--- src/rtl/core/md5_pkg.sv ---
// Shared types, constants and tables for the MD5 digest engine.
`default_nettype none

package md5_pkg;

  localparam logic [31:0] IV_A = 32'h67452301;
  localparam logic [31:0] IV_B = 32'hefcdab89;
  localparam logic [31:0] IV_C = 32'h98badcfe;
  localparam logic [31:0] IV_D = 32'h10325476;

  // Byte positions in a 64-byte block; 56 is where the length field starts.
  localparam int unsigned POS_W     = 7;
  localparam logic [6:0]  POS_LEN   = 7'd56;
  localparam logic [5:0]  POS_LASTB = 6'd63;
  localparam logic [5:0]  RND_LAST  = 6'd63;
  localparam logic [7:0]  PAD_BYTE  = 8'h80;
  localparam logic [3:0]  WORD_LEN_LO = 4'd14;
  localparam logic [3:0]  WORD_LEN_HI = 4'd15;
  localparam int unsigned CNT_W     = 61;  // byte count; bit length is count * 8

  typedef struct packed {
    logic [31:0] a;
    logic [31:0] b;
    logic [31:0] c;
    logic [31:0] d;
  } md5_abcd_t;

  typedef enum logic [2:0] {
    ST_IDLE,
    ST_PAD80,
    ST_PADZ,
    ST_LEN,
    ST_LENHI,
    ST_ROUND,
    ST_FOLD
  } md5_state_e;

  // What follows the compression that is running.
  typedef enum logic [1:0] {
    PH_DATA,
    PH_WRAP,
    PH_FINAL
  } md5_phase_e;

  function automatic logic [31:0] md5_k(input logic [5:0] n);
    logic [31:0] k;
    case (n)
      6'd0:  k = 32'hd76aa478;  6'd1:  k = 32'he8c7b756;
      6'd2:  k = 32'h242070db;  6'd3:  k = 32'hc1bdceee;
      6'd4:  k = 32'hf57c0faf;  6'd5:  k = 32'h4787c62a;
      6'd6:  k = 32'ha8304613;  6'd7:  k = 32'hfd469501;
      6'd8:  k = 32'h698098d8;  6'd9:  k = 32'h8b44f7af;
      6'd10: k = 32'hffff5bb1;  6'd11: k = 32'h895cd7be;
      6'd12: k = 32'h6b901122;  6'd13: k = 32'hfd987193;
      6'd14: k = 32'ha679438e;  6'd15: k = 32'h49b40821;
      6'd16: k = 32'hf61e2562;  6'd17: k = 32'hc040b340;
      6'd18: k = 32'h265e5a51;  6'd19: k = 32'he9b6c7aa;
      6'd20: k = 32'hd62f105d;  6'd21: k = 32'h02441453;
      6'd22: k = 32'hd8a1e681;  6'd23: k = 32'he7d3fbc8;
      6'd24: k = 32'h21e1cde6;  6'd25: k = 32'hc33707d6;
      6'd26: k = 32'hf4d50d87;  6'd27: k = 32'h455a14ed;
      6'd28: k = 32'ha9e3e905;  6'd29: k = 32'hfcefa3f8;
      6'd30: k = 32'h676f02d9;  6'd31: k = 32'h8d2a4c8a;
      6'd32: k = 32'hfffa3942;  6'd33: k = 32'h8771f681;
      6'd34: k = 32'h6d9d6122;  6'd35: k = 32'hfde5380c;
      6'd36: k = 32'ha4beea44;  6'd37: k = 32'h4bdecfa9;
      6'd38: k = 32'hf6bb4b60;  6'd39: k = 32'hbebfbc70;
      6'd40: k = 32'h289b7ec6;  6'd41: k = 32'heaa127fa;
      6'd42: k = 32'hd4ef3085;  6'd43: k = 32'h04881d05;
      6'd44: k = 32'hd9d4d039;  6'd45: k = 32'he6db99e5;
      6'd46: k = 32'h1fa27cf8;  6'd47: k = 32'hc4ac5665;
      6'd48: k = 32'hf4292244;  6'd49: k = 32'h432aff97;
      6'd50: k = 32'hab9423a7;  6'd51: k = 32'hfc93a039;
      6'd52: k = 32'h655b59c3;  6'd53: k = 32'h8f0ccc92;
      6'd54: k = 32'hffeff47d;  6'd55: k = 32'h85845dd1;
      6'd56: k = 32'h6fa87e4f;  6'd57: k = 32'hfe2ce6e0;
      6'd58: k = 32'ha3014314;  6'd59: k = 32'h4e0811a1;
      6'd60: k = 32'hf7537e82;  6'd61: k = 32'hbd3af235;
      6'd62: k = 32'h2ad7d2bb;  6'd63: k = 32'heb86d391;
      default: k = 32'h0;
    endcase
    return k;
  endfunction

  function automatic logic [4:0] md5_rot(input logic [5:0] n);
    logic [4:0] s;
    case ({n[5:4], n[1:0]})
      4'd0:  s = 5'd7;   4'd1:  s = 5'd12;  4'd2:  s = 5'd17;  4'd3:  s = 5'd22;
      4'd4:  s = 5'd5;   4'd5:  s = 5'd9;   4'd6:  s = 5'd14;  4'd7:  s = 5'd20;
      4'd8:  s = 5'd4;   4'd9:  s = 5'd11;  4'd10: s = 5'd16;  4'd11: s = 5'd23;
      4'd12: s = 5'd6;   4'd13: s = 5'd10;  4'd14: s = 5'd15;  4'd15: s = 5'd21;
      default: s = 5'd0;
    endcase
    return s;
  endfunction

  // Message word index used by round n.
  function automatic logic [3:0] md5_gidx(input logic [5:0] n);
    logic [3:0] nl;
    logic [3:0] g;
    nl = n[3:0];
    case (n[5:4])
      2'd0:    g = nl;
      2'd1:    g = 4'(nl * 4'd5 + 4'd1);
      2'd2:    g = 4'(nl * 4'd3 + 4'd5);
      default: g = 4'(nl * 4'd7);
    endcase
    return g;
  endfunction

  function automatic logic [31:0] md5_bswap(input logic [31:0] v);
    return {v[7:0], v[15:8], v[23:16], v[31:24]};
  endfunction

endpackage

`default_nettype wire

--- src/rtl/core/md5_round.sv ---
// One MD5 round: the shared arithmetic unit stepped 64 times per block.
`default_nettype none

module md5_round
  import md5_pkg::*;
(
  input  md5_abcd_t   state_i,
  input  logic [31:0] word_i,
  input  logic [5:0]  rnd_i,
  output md5_abcd_t   state_o
);

  logic [31:0] f;
  logic [31:0] sum;
  logic [63:0] rot_wide;

  always_comb begin
    case (rnd_i[5:4])
      2'd0:    f = (state_i.b & state_i.c) | (~state_i.b & state_i.d);
      2'd1:    f = (state_i.d & state_i.b) | (~state_i.d & state_i.c);
      2'd2:    f = state_i.b ^ state_i.c ^ state_i.d;
      default: f = state_i.c ^ (state_i.b | ~state_i.d);
    endcase
    sum      = state_i.a + f + word_i + md5_k(rnd_i);
    rot_wide = {sum, sum} << md5_rot(rnd_i);
    state_o.a = state_i.d;
    state_o.b = state_i.b + rot_wide[63:32];
    state_o.c = state_i.b;
    state_o.d = state_i.c;
  end

endmodule

`default_nettype wire

--- src/rtl/core/md5_digest_engine_core.sv ---
// MD5 digest engine: byte stream in, 128-bit digest out as two 64-bit halves.
`default_nettype none

// Takes a message one byte per request on the slave stream (tdata = byte,
// tuser = byte present, tlast = end of message; a tlast request with tuser low
// ends the message without adding a byte, so it also encodes the empty
// message). Bytes are packed into a 16-word block buffer; each full block is
// compressed by a single round unit, one round per cycle. Timing: a byte is
// taken every cycle while the block fills; the 64th byte of a block starts the
// rounds and a fold step, and no byte is taken until they are done. At end of
// message the 0x80 mark and the zero bytes up to byte 55 are written one per
// cycle, and the sequencer then moves on to the length. When the tail leaves
// no room for the length, the zeros run to byte 63, an extra compression
// follows, and bytes 0..55 of the next block are zeroed after it. Then the
// length words are written, low word first, and the last block is compressed
// before the first digest half is valid. The digest then leaves on the master
// stream as two requests: bytes 0..7 first (byte 0 in the top bits, tlast
// low), then bytes 8..15 with tlast high. The digest sits in its own output
// register, so the next message may start while it waits; only the next
// digest load waits for it to drain. Chain values and the length counter
// return to the MD5 IV and zero after every digest.
module md5_digest_engine_core
  import md5_pkg::*;
(
  input  logic        clk_i,
  input  logic        rst_ni,
  input  logic        s_axis_tvalid_i,
  output logic        s_axis_tready_o,
  input  logic [7:0]  s_axis_tdata_i,   // [7:0] data_byte
  input  logic        s_axis_tuser_i,   // [0] has_byte
  input  logic        s_axis_tlast_i,   // last_byte
  output logic        m_axis_tvalid_o,
  input  logic        m_axis_tready_i,
  output logic [63:0] m_axis_tdata_o,   // [63:0] digest_half
  output logic        m_axis_tlast_o    // final_half
);

  // Sequencer state
  md5_state_e       st_q, st_d;
  md5_phase_e       ph_q, ph_d;
  logic [5:0]       rnd_q, rnd_d;
  logic [POS_W-1:0] pos_q, pos_d;      // padding byte position, 0..64
  logic             wrap_q, wrap_d;    // padding spills into an extra block
  logic             fin_q, fin_d;      // last request seen, padding still due
  logic [CNT_W-1:0] cnt_q, cnt_d;      // message byte count

  md5_abcd_t        chain_q, chain_d;
  md5_abcd_t        work_q, work_d;
  md5_abcd_t        round_out;
  md5_abcd_t        chain_sum;

  // Block buffer, byte-lane write port
  logic [31:0]      blk_q [16];
  logic             bw_en;
  logic [3:0]       bw_idx;
  logic [3:0]       bw_mask;
  logic [31:0]      bw_data;
  logic [31:0]      blk_rd_q;

  // Output register
  logic             out_v_q;
  logic             out_hi_q;
  logic [127:0]     dig_q;
  logic             dig_load;

  logic             in_acc;
  logic             out_acc;

  assign s_axis_tready_o = (st_q == ST_IDLE);

  assign in_acc  = s_axis_tvalid_i && s_axis_tready_o;
  assign out_acc = out_v_q && m_axis_tready_i;

  md5_round u_round (
    .state_i (work_q),
    .word_i  (blk_rd_q),
    .rnd_i   (rnd_q),
    .state_o (round_out)
  );

  always_comb begin
    chain_sum.a = chain_q.a + work_q.a;
    chain_sum.b = chain_q.b + work_q.b;
    chain_sum.c = chain_q.c + work_q.c;
    chain_sum.d = chain_q.d + work_q.d;
  end

  always_ff @(posedge clk_i or negedge rst_ni) begin
    if (!rst_ni) begin
      st_q    <= ST_IDLE;
      ph_q    <= PH_DATA;
      rnd_q   <= '0;
      pos_q   <= '0;
      wrap_q  <= 1'b0;
      fin_q   <= 1'b0;
      cnt_q   <= '0;
      chain_q <= '{a: IV_A, b: IV_B, c: IV_C, d: IV_D};
    end else begin
      st_q    <= st_d;
      ph_q    <= ph_d;
      rnd_q   <= rnd_d;
      pos_q   <= pos_d;
      wrap_q  <= wrap_d;
      fin_q   <= fin_d;
      cnt_q   <= cnt_d;
      chain_q <= chain_d;
    end
  end

  // Working variables are payload: loaded before every compression.
  always_ff @(posedge clk_i) begin
    work_q <= work_d;
  end

  always_comb begin
    st_d     = st_q;
    ph_d     = ph_q;
    rnd_d    = rnd_q;
    pos_d    = pos_q;
    wrap_d   = wrap_q;
    fin_d    = fin_q;
    cnt_d    = cnt_q;
    chain_d  = chain_q;
    work_d   = work_q;
    bw_en    = 1'b0;
    bw_idx   = '0;
    bw_mask  = '0;
    bw_data  = '0;
    dig_load = 1'b0;

    case (st_q)
      ST_IDLE: begin
        if (in_acc) begin
          if (s_axis_tuser_i) begin
            bw_en   = 1'b1;
            bw_idx  = cnt_q[5:2];
            bw_mask = 4'b0001 << cnt_q[1:0];
            bw_data = {4{s_axis_tdata_i}};
            cnt_d   = cnt_q + 1'b1;
            if (cnt_q[5:0] == POS_LASTB) begin
              // full block: compress, padding follows if this was the end
              fin_d  = s_axis_tlast_i;
              ph_d   = PH_DATA;
              work_d = chain_q;
              st_d   = ST_ROUND;
            end else if (s_axis_tlast_i) begin
              st_d = ST_PAD80;
            end
          end else if (s_axis_tlast_i) begin
            st_d = ST_PAD80;
          end
        end
      end

      ST_PAD80: begin
        bw_en   = 1'b1;
        bw_idx  = cnt_q[5:2];
        bw_mask = 4'b0001 << cnt_q[1:0];
        bw_data = {4{PAD_BYTE}};
        pos_d   = {1'b0, cnt_q[5:0]} + 1'b1;
        wrap_d  = pos_d > POS_LEN;
        fin_d   = 1'b0;
        st_d    = ST_PADZ;
      end

      ST_PADZ: begin
        if (pos_q[POS_W-1]) begin
          // tail block full of padding, length goes in the next one
          ph_d   = PH_WRAP;
          work_d = chain_q;
          st_d   = ST_ROUND;
        end else if (pos_q == POS_LEN && !wrap_q) begin
          st_d = ST_LEN;
        end else begin
          bw_en   = 1'b1;
          bw_idx  = pos_q[5:2];
          bw_mask = 4'b0001 << pos_q[1:0];
          bw_data = '0;
          pos_d   = pos_q + 1'b1;
        end
      end

      ST_LEN: begin
        bw_en   = 1'b1;
        bw_idx  = WORD_LEN_LO;
        bw_mask = 4'b1111;
        bw_data = {cnt_q[28:0], 3'b000};
        st_d    = ST_LENHI;
      end

      ST_LENHI: begin
        bw_en   = 1'b1;
        bw_idx  = WORD_LEN_HI;
        bw_mask = 4'b1111;
        bw_data = cnt_q[60:29];
        ph_d    = PH_FINAL;
        work_d  = chain_q;
        st_d    = ST_ROUND;
      end

      ST_ROUND: begin
        work_d = round_out;
        rnd_d  = rnd_q + 1'b1;
        if (rnd_q == RND_LAST) begin
          st_d = ST_FOLD;
        end
      end

      ST_FOLD: begin
        case (ph_q)
          PH_FINAL: begin
            // wait for the previous digest to drain
            if (!out_v_q) begin
              dig_load = 1'b1;
              chain_d  = '{a: IV_A, b: IV_B, c: IV_C, d: IV_D};
              cnt_d    = '0;
              st_d     = ST_IDLE;
            end
          end
          PH_WRAP: begin
            chain_d = chain_sum;
            pos_d   = '0;
            wrap_d  = 1'b0;
            st_d    = ST_PADZ;
          end
          default: begin
            chain_d = chain_sum;
            st_d    = fin_q ? ST_PAD80 : ST_IDLE;
          end
        endcase
      end

      default: begin
        st_d = ST_IDLE;
      end
    endcase
  end

  // Message word for the next round is registered from the next round index.
  always_ff @(posedge clk_i) begin
    if (bw_en) begin
      for (int l = 0; l < 4; l++) begin
        if (bw_mask[l]) begin
          blk_q[bw_idx][8*l +: 8] <= bw_data[8*l +: 8];
        end
      end
    end
    blk_rd_q <= blk_q[md5_gidx(rnd_d)];
  end

  // Digest output: high half first, then low half with tlast.
  always_ff @(posedge clk_i or negedge rst_ni) begin
    if (!rst_ni) begin
      out_v_q  <= 1'b0;
      out_hi_q <= 1'b0;
    end else if (dig_load) begin
      out_v_q  <= 1'b1;
      out_hi_q <= 1'b0;
    end else if (out_acc) begin
      out_v_q  <= !out_hi_q;
      out_hi_q <= !out_hi_q;
    end
  end

  always_ff @(posedge clk_i) begin
    if (dig_load) begin
      dig_q <= {md5_bswap(chain_sum.a), md5_bswap(chain_sum.b),
                md5_bswap(chain_sum.c), md5_bswap(chain_sum.d)};
    end
  end

  assign m_axis_tvalid_o = out_v_q;
  assign m_axis_tlast_o  = out_hi_q;
  assign m_axis_tdata_o  = out_hi_q ? dig_q[63:0] : dig_q[127:64];

`ifndef SYNTHESIS
  a_rnd_idle: assert property (@(posedge clk_i) disable iff (!rst_ni)
    (st_q != ST_ROUND) |-> (rnd_q == '0))
    else $error("round counter not parked outside compression");

  a_pos_range: assert property (@(posedge clk_i) disable iff (!rst_ni)
    (st_q == ST_PADZ) |-> (pos_q <= 7'd64))
    else $error("padding position out of range");

  a_dig_start: assert property (@(posedge clk_i) disable iff (!rst_ni)
    dig_load |=> (m_axis_tvalid_o && !m_axis_tlast_o && cnt_q == '0))
    else $error("digest load did not start a fresh output pair");

  a_no_overrun: assert property (@(posedge clk_i) disable iff (!rst_ni)
    dig_load |-> !out_v_q)
    else $error("digest loaded over a pending one");

  a_len_words: assert property (@(posedge clk_i) disable iff (!rst_ni)
    (st_q == ST_LEN) |-> (pos_q == POS_LEN && !wrap_q))
    else $error("length written at wrong position");
`endif

endmodule

`default_nettype wire
--- config.mk ---
export PLATFORM = sky130hd
export DESIGN_NAME = md5_digest_engine_core
export DESIGN_NICKNAME = d
export VERILOG_FILES = /design/src/rtl/core/md5_pkg.sv /design/src/rtl/core/md5_round.sv /design/src/rtl/core/md5_digest_engine_core.sv
export SDC_FILE = /design/constraint.sdc
export NUM_CORES = 2
export LEC_CHECK = 0
export ABC_CLOCK_PERIOD_IN_PS = 12950
export BUFFER_PORTS_ARGS = -buffer_cell sky130_fd_sc_hd__buf_2
export CAP_MARGIN = 10
export CORE_MARGIN = 2
export CORE_UTILIZATION = 34
export DETAILED_ROUTE_END_ITERATION = 6
export GPL_TIMING_DRIVEN = 0
export HOLD_SLACK_MARGIN = 0.12
export MAX_ROUTING_LAYER = met4
export PLACE_DENSITY = 0.59
export REMOVE_ABC_BUFFERS = 1
export SYNTH_ARGS = -nofsm -noshare
export SYNTH_HDL_FRONTEND = slang
export SYNTH_SLANG_ARGS = --single-unit
--- constraint.sdc ---
create_clock -name clk_i -period 12.95 [get_ports clk_i]
set_clock_uncertainty 0.05 [all_clocks]
set_input_delay 0 -clock clk_i [delete_from_list [all_inputs] [get_ports clk_i]]
set_output_delay 0 -clock clk_i [all_outputs]
set_load 0.05 [all_outputs]
# After elaboration in Yosys (flattened, before gate mapping)
# Memories as Yosys holds them, arrays and structs flattened. A register that Yosys moved wholly into a read port is not among the register bits.
# Cells that the tools add are included.
[word_totals]
romBits = 2128
mem_bits_rw = 512
memories = 3
ff_bits = 467
out_inout_bits = 67
[classes]
mul = 3
muxes = 78
shift = 3
n_eq_ne = 28
n_lt_le_gt_ge = 1
n_reduce_logical = 26
n_bitwise = 12
add_sub_neg = 14
[mem_list]
columns = ["name", "depth", "word_bits", "rd", "rd_ports_with_merged_regs", "write_ports", "line", "rtl"]
rows = [
  ["(name not given)", 64, 32, 1, 0, 0, "md5_pkg.sv:47", "case (n)"],
  ["blk_q", 16, 32, 1, 1, 1, "md5_digest_engine_core.sv:53", "logic [31:0] blk_q [16];"],
  ["(name not given)", 16, 5, 1, 0, 0, "md5_pkg.sv:87", "case ({n[5:4], n[1:0]})"],
]
[ops]
columns = ["cell", "count"]
rows = [
  ["$mux 128", 6],
  ["$pmux 128 s4", 1],
  ["$add 32x32->32", 8],
  ["$mux 61", 4],
  ["$and 32x32->32", 4],
  ["$pmux 32 s4", 1],
  ["$pmux 61 s2", 1],
  ["$or 32x32->32", 3],
  ["$pmux 32 s3", 1],
  ["$xor 32x32->32", 3],
  ["$mux 32", 2],
  ["$mux 64", 1],
  ["$not 32->32", 2],
  ["$shl 64x5->64", 1],
  ["$add 61x1->61 const B", 1],
  ["$mux 4", 8],
  ["$mux 1", 27],
  ["$mux 3", 8],
  ["$mux 7", 3],
  ["$pmux 3 s7", 1],
  ["$pmux 7 s3", 1],
  ["$pmux 4 s5", 1],
  ["$pmux 4 s4", 1],
  ["$reduce_and 5->1", 3],
  ["37 further kinds", 73],
]

# Longest topological paths before layout
[depth]
depth_word = 10
mapped_depth = 41

# Cells and area by module
# From an unflattened synthesis, not the netlist that was laid out.
[unflattened]
cells_unflattened = 5576
hier_area_um2 = 60365.4
[by_module_without_submodules]
columns = ["module", "cells_per_inst", "n_inst", "area_each_um2", "seq_area_each_um2"]
rows = [
  ["md5_digest_engine_core", 3694, 1, 47777.1, 29062.9],
  ["md5_round", 1882, 1, 12588.3, 0.0],
]

# Least setup slack after synthesis
# No wires, ideal clock.
[synth_timing]
path_type = "register to register"
start = "reg st_q[2]"
end = "reg work_q[0] (netlist bit) (enable)"
setup_slack_ns = 1.835
synth_period_minus_slack_ns = 11.115
stages_incl_launch_ff = 4
required_time_ns = 12.097
setup_ns = 0.803
arrival_ns = 10.262
path_cell_list = "dfrtp_1 > clkbuf_1 > buf_1 > o31ai_1"
[synth_between]
elab_chain_len = 4
word_cells_on_any_way = 11
classes_between = "eq/ne: 7; reduce/logical: 4"
[synth_rtl]
columns = ["element", "line", "rtl"]
rows = [
  ["start: declaration", "md5_digest_engine_core.sv:39", "md5_state_e st_q, st_d;"],
  ["start signal: assignment", "md5_digest_engine_core.sv:99", "st_q <= st_d;"],
  ["$logic_not 3->1", "md5_digest_engine_core.sv:69, md5_digest_engine_core.sv:131", ""],
  ["$logic_and 1x1->1", "md5_digest_engine_core.sv:71", "assign in_acc = s_axis_tvalid_i && s_axis_tready_o;"],
  ["$ne 2x1->1 (no source line)", "n/a", ""],
  ["$reduce_and 5->1 (no source line) (*)", "n/a", ""],
  ["end signal: assignment", "md5_digest_engine_core.sv:112", "work_q <= work_d;"],
  ["end: declaration", "md5_digest_engine_core.sv:48", "md5_abcd_t work_q, work_d;"],
]
# Every way passes the cells marked *; elsewhere a longest branch is shown, timed or not.
# A chain may end at the register's enable or synchronous reset.

==> qor.yml <==
yosys_warnings: 0
multiInputGateArea_um2: 27700
seq_area_um2: 29100
ys_types: 105
crit_path_frequent_cell: "o21ai_0"
cpMaxStageDelayCell: "dfrtp_1"
synth.area.mux_share: 0.0346
final_util: 0.387
final.period_utilization: 0.955
routed_wl_um: 183000
cts-buffers-inserted: 106
port_buffers: 80
critPathLaunchType: "flop"
core_area_um2: 172000
cts-root-buf: "clkbuf_16"
slew_viol_final: 0
synth.cell_area_um2: 58800
initial_core_util: 0.342
synth-async-reset-ratio: 0.209
fp.dieArea_um2: 176000
p_leak_nw: 24.5
yosys.area.top_type: "edfxtp_1"
synth_common_cells: "nand2_1, edfxtp_1, nor2_1, a21oi_1, o21ai_0"
synth-compound-area-share: 0.185
die_x_um: 420
ir_worst_vdd_mv: 0.104
place_congestion: 0.955
path_clk_slew_ns: 0.06
max_clock_freq_ghz: 0.0809
p_per_area_nw_per_um2: 105
grt_max_degree: 97
drive_gt1_frac: 0.107
dr.pass1.iters: 5
finalHoldViolCount: 0
grt_pass1_wl_um: 274000
post-place-ws_ns: -0.457
h-tree-depth: 3
synth_top_family_by_area: "compound AO/OA/AOI/OAI gates"
ys_ff_latch: 1011
ys_seq_area_frac: 0.495
drc_errors: 0
critical_path_class: "reg -> reg"
fillerInstances: 16700
insertion_delay_ns: 0.77
hold_class: "in -> reg"
path_max_fanout: 16
synth_edf_count: 768
worstPathRequired_ns: 13.51
finalSetupViolations: 0
slowest_delay_ns: 0.96
io_pins: 81
synth-simple-area-share: 0.139
status: "completed"
grt_pass1_vias: 43300
cp.arrival_ns: 12.93
cts_sinks: 1011
cts_tree: "yes"
area_growth_pct: 13.0
antenna_left: 0
tightest_slew_ns: 1.30
syn_area_per_cell_um2: 10.4
gr-total-overflow: 0
setup_ws_ns: 0.582
drv_cap: 0
synth_xor_area_frac: 0.0398
cp-end-kind: "flop"
synth.most_common_cell: "nand2_1"
finalPower_mw: 7.00
period_needed_ns: 12.37
synth_cells: 5674
dr_total_vias: 45000
relSlewSlack: 0.129
synth_top_area_frac: 0.392
hpwlAfterDp_um: 129000
yosys-top-cells-area: "edfxtp_1, dfrtp_1, nand2_1, ha_1, a211oi_1"
synthFlopType: "edfxtp_1"
clk_path_buf_depth: 3
antenna_found_initial: 6
track_usage: 0.209
drtIter0Drc: 3916
wl_per_cell_um: 22.7
die_y_um: 420
vias_per_cell: 5.60
synth_fa_ha_area_frac: 0.0714
row_count: 152
rsz0062_at_grt: "no"
nets: 5947
## through the flow
step | hold slack [ns] | std cells | TNS (ns) | cell area [µm²]
final | 0.252 | 8043 | 0 | 66400
after global routing | 0.253 | 8041 | 0 | 66400
after CTS | 0.225 | 8035 | 0 | 66300
after detailed placement | -0.148 | 7824 | -1.13 | 62700
after global placement | 0.243 | 7737 | -1328.76 | 60800
after floorplan | -0.346 | 5347 | -55.37 | 57500
## worst max-delay path, delay by kind of cell, from the launching register on
kind            cells  cell delay (ns)
compound gates     13             4.24
fa+ha+maj           5             2.37
simple gates        7             1.98
mux                 4             1.22
flops               1             0.96
buf+inv             4             0.75
xor+xnor            2             0.57
## flip-flops by register name (all words and copies together) (netlist names)
register,count
work_q,128
pos_q,7
fin_q,1
m_axis_tvalid_o,1
ph_q,2
rnd_q,6
blk_rd_q,32
wrap_q,1
m_axis_tlast_o,1
dig_q,128
cnt_q,61
st_q,3
blk_q,512
chain_q,128
## cells in the final DEF, fill, tap and decap left out, types with 75 or more instances in the layout
cell type / n
nor2_1: 355
ha_1: 224
a311oi_1: 84
a21oi_1: 337
xor2_1: 81
nand2_1: 811
dfrtp_1: 141
xnor2_1: 176
o21ai_0: 274
o211ai_1: 77
a31oi_1: 106
mux2_2: 94
nand3_1: 122
and2_1: 119
a211oi_1: 230
clkbuf_16: 107
edfxtp_1: 768
a21o_1: 77
inv_1: 211
mux2i_1: 75
nor3_1: 81
buf_2: 79
## area by class of cell
cell class                 count  share of cell area
antenna                        2           0.0000754
clock buffer                 140              0.0429
clock inverter                60             0.00993
inverter                     216              0.0124
multi-input combinational   4120               0.418
sequential                  1011               0.438
tap                         2310              0.0435
timing repair buffer         184              0.0352
## report_power, final
part | switching [mW] | internal, mW | leakage, nW
registers | 0.0125 | 3.45 | 9.20
clock network | 1.36 | 1.76 | 1.71
logic | 0.302 | 0.119 | 13.6
## metal layers
metal | vias to the layer above | track usage | wire length, µm
met3 | 333 | 0.0271 | 9980
met4 | 0 | 0.0710 | 6990
met5 | - | - | 0
li1 | 21000 | - | -
met1 | 22400 | 0.273 | 79600
met2 | 1355 | 0.336 | 86100
## final timing paths
path / slack [ns] / cells past startpoint / start / endpoint
worst min-delay path: 0.25 / 3 / s_axis_tdata_i[1] / blk_q[9][1]
max in group asynchronous: 11.57 / 5 / rst_ni / rnd_q[5]
worst max register to register: 0.58 / 35 / rnd_q[1] / work_q[95]
worst min register to register: 0.46 / 2 / wrap_q / wrap_q
worst max-delay path: 0.58 / 35 / rnd_q[1] / work_q[95]
min in group asynchronous: 0.29 / 4 / rst_ni / m_axis_tvalid_o
## timing repair
item	CTS	global route
setup endpoints to repair	5	5
buffers inserted	0	4
gates resized for setup	2	3
hold buffers	11	0
hold endpoints to repair	234	0
## cells by family after synthesis
| logic type | Yosys count |
|---|---|
| AND/OR/NAND/NOR | 1789 |
| AO/OA/AOI/OAI | 1594 |
| flip-flops | 1011 |
| buffers and inverters | 543 |
| adder cells (fa/ha/maj) | 294 |
| XOR/XNOR | 264 |
| multiplexers | 179 |
No activity file was read; power rests on OpenSTA's default activity.
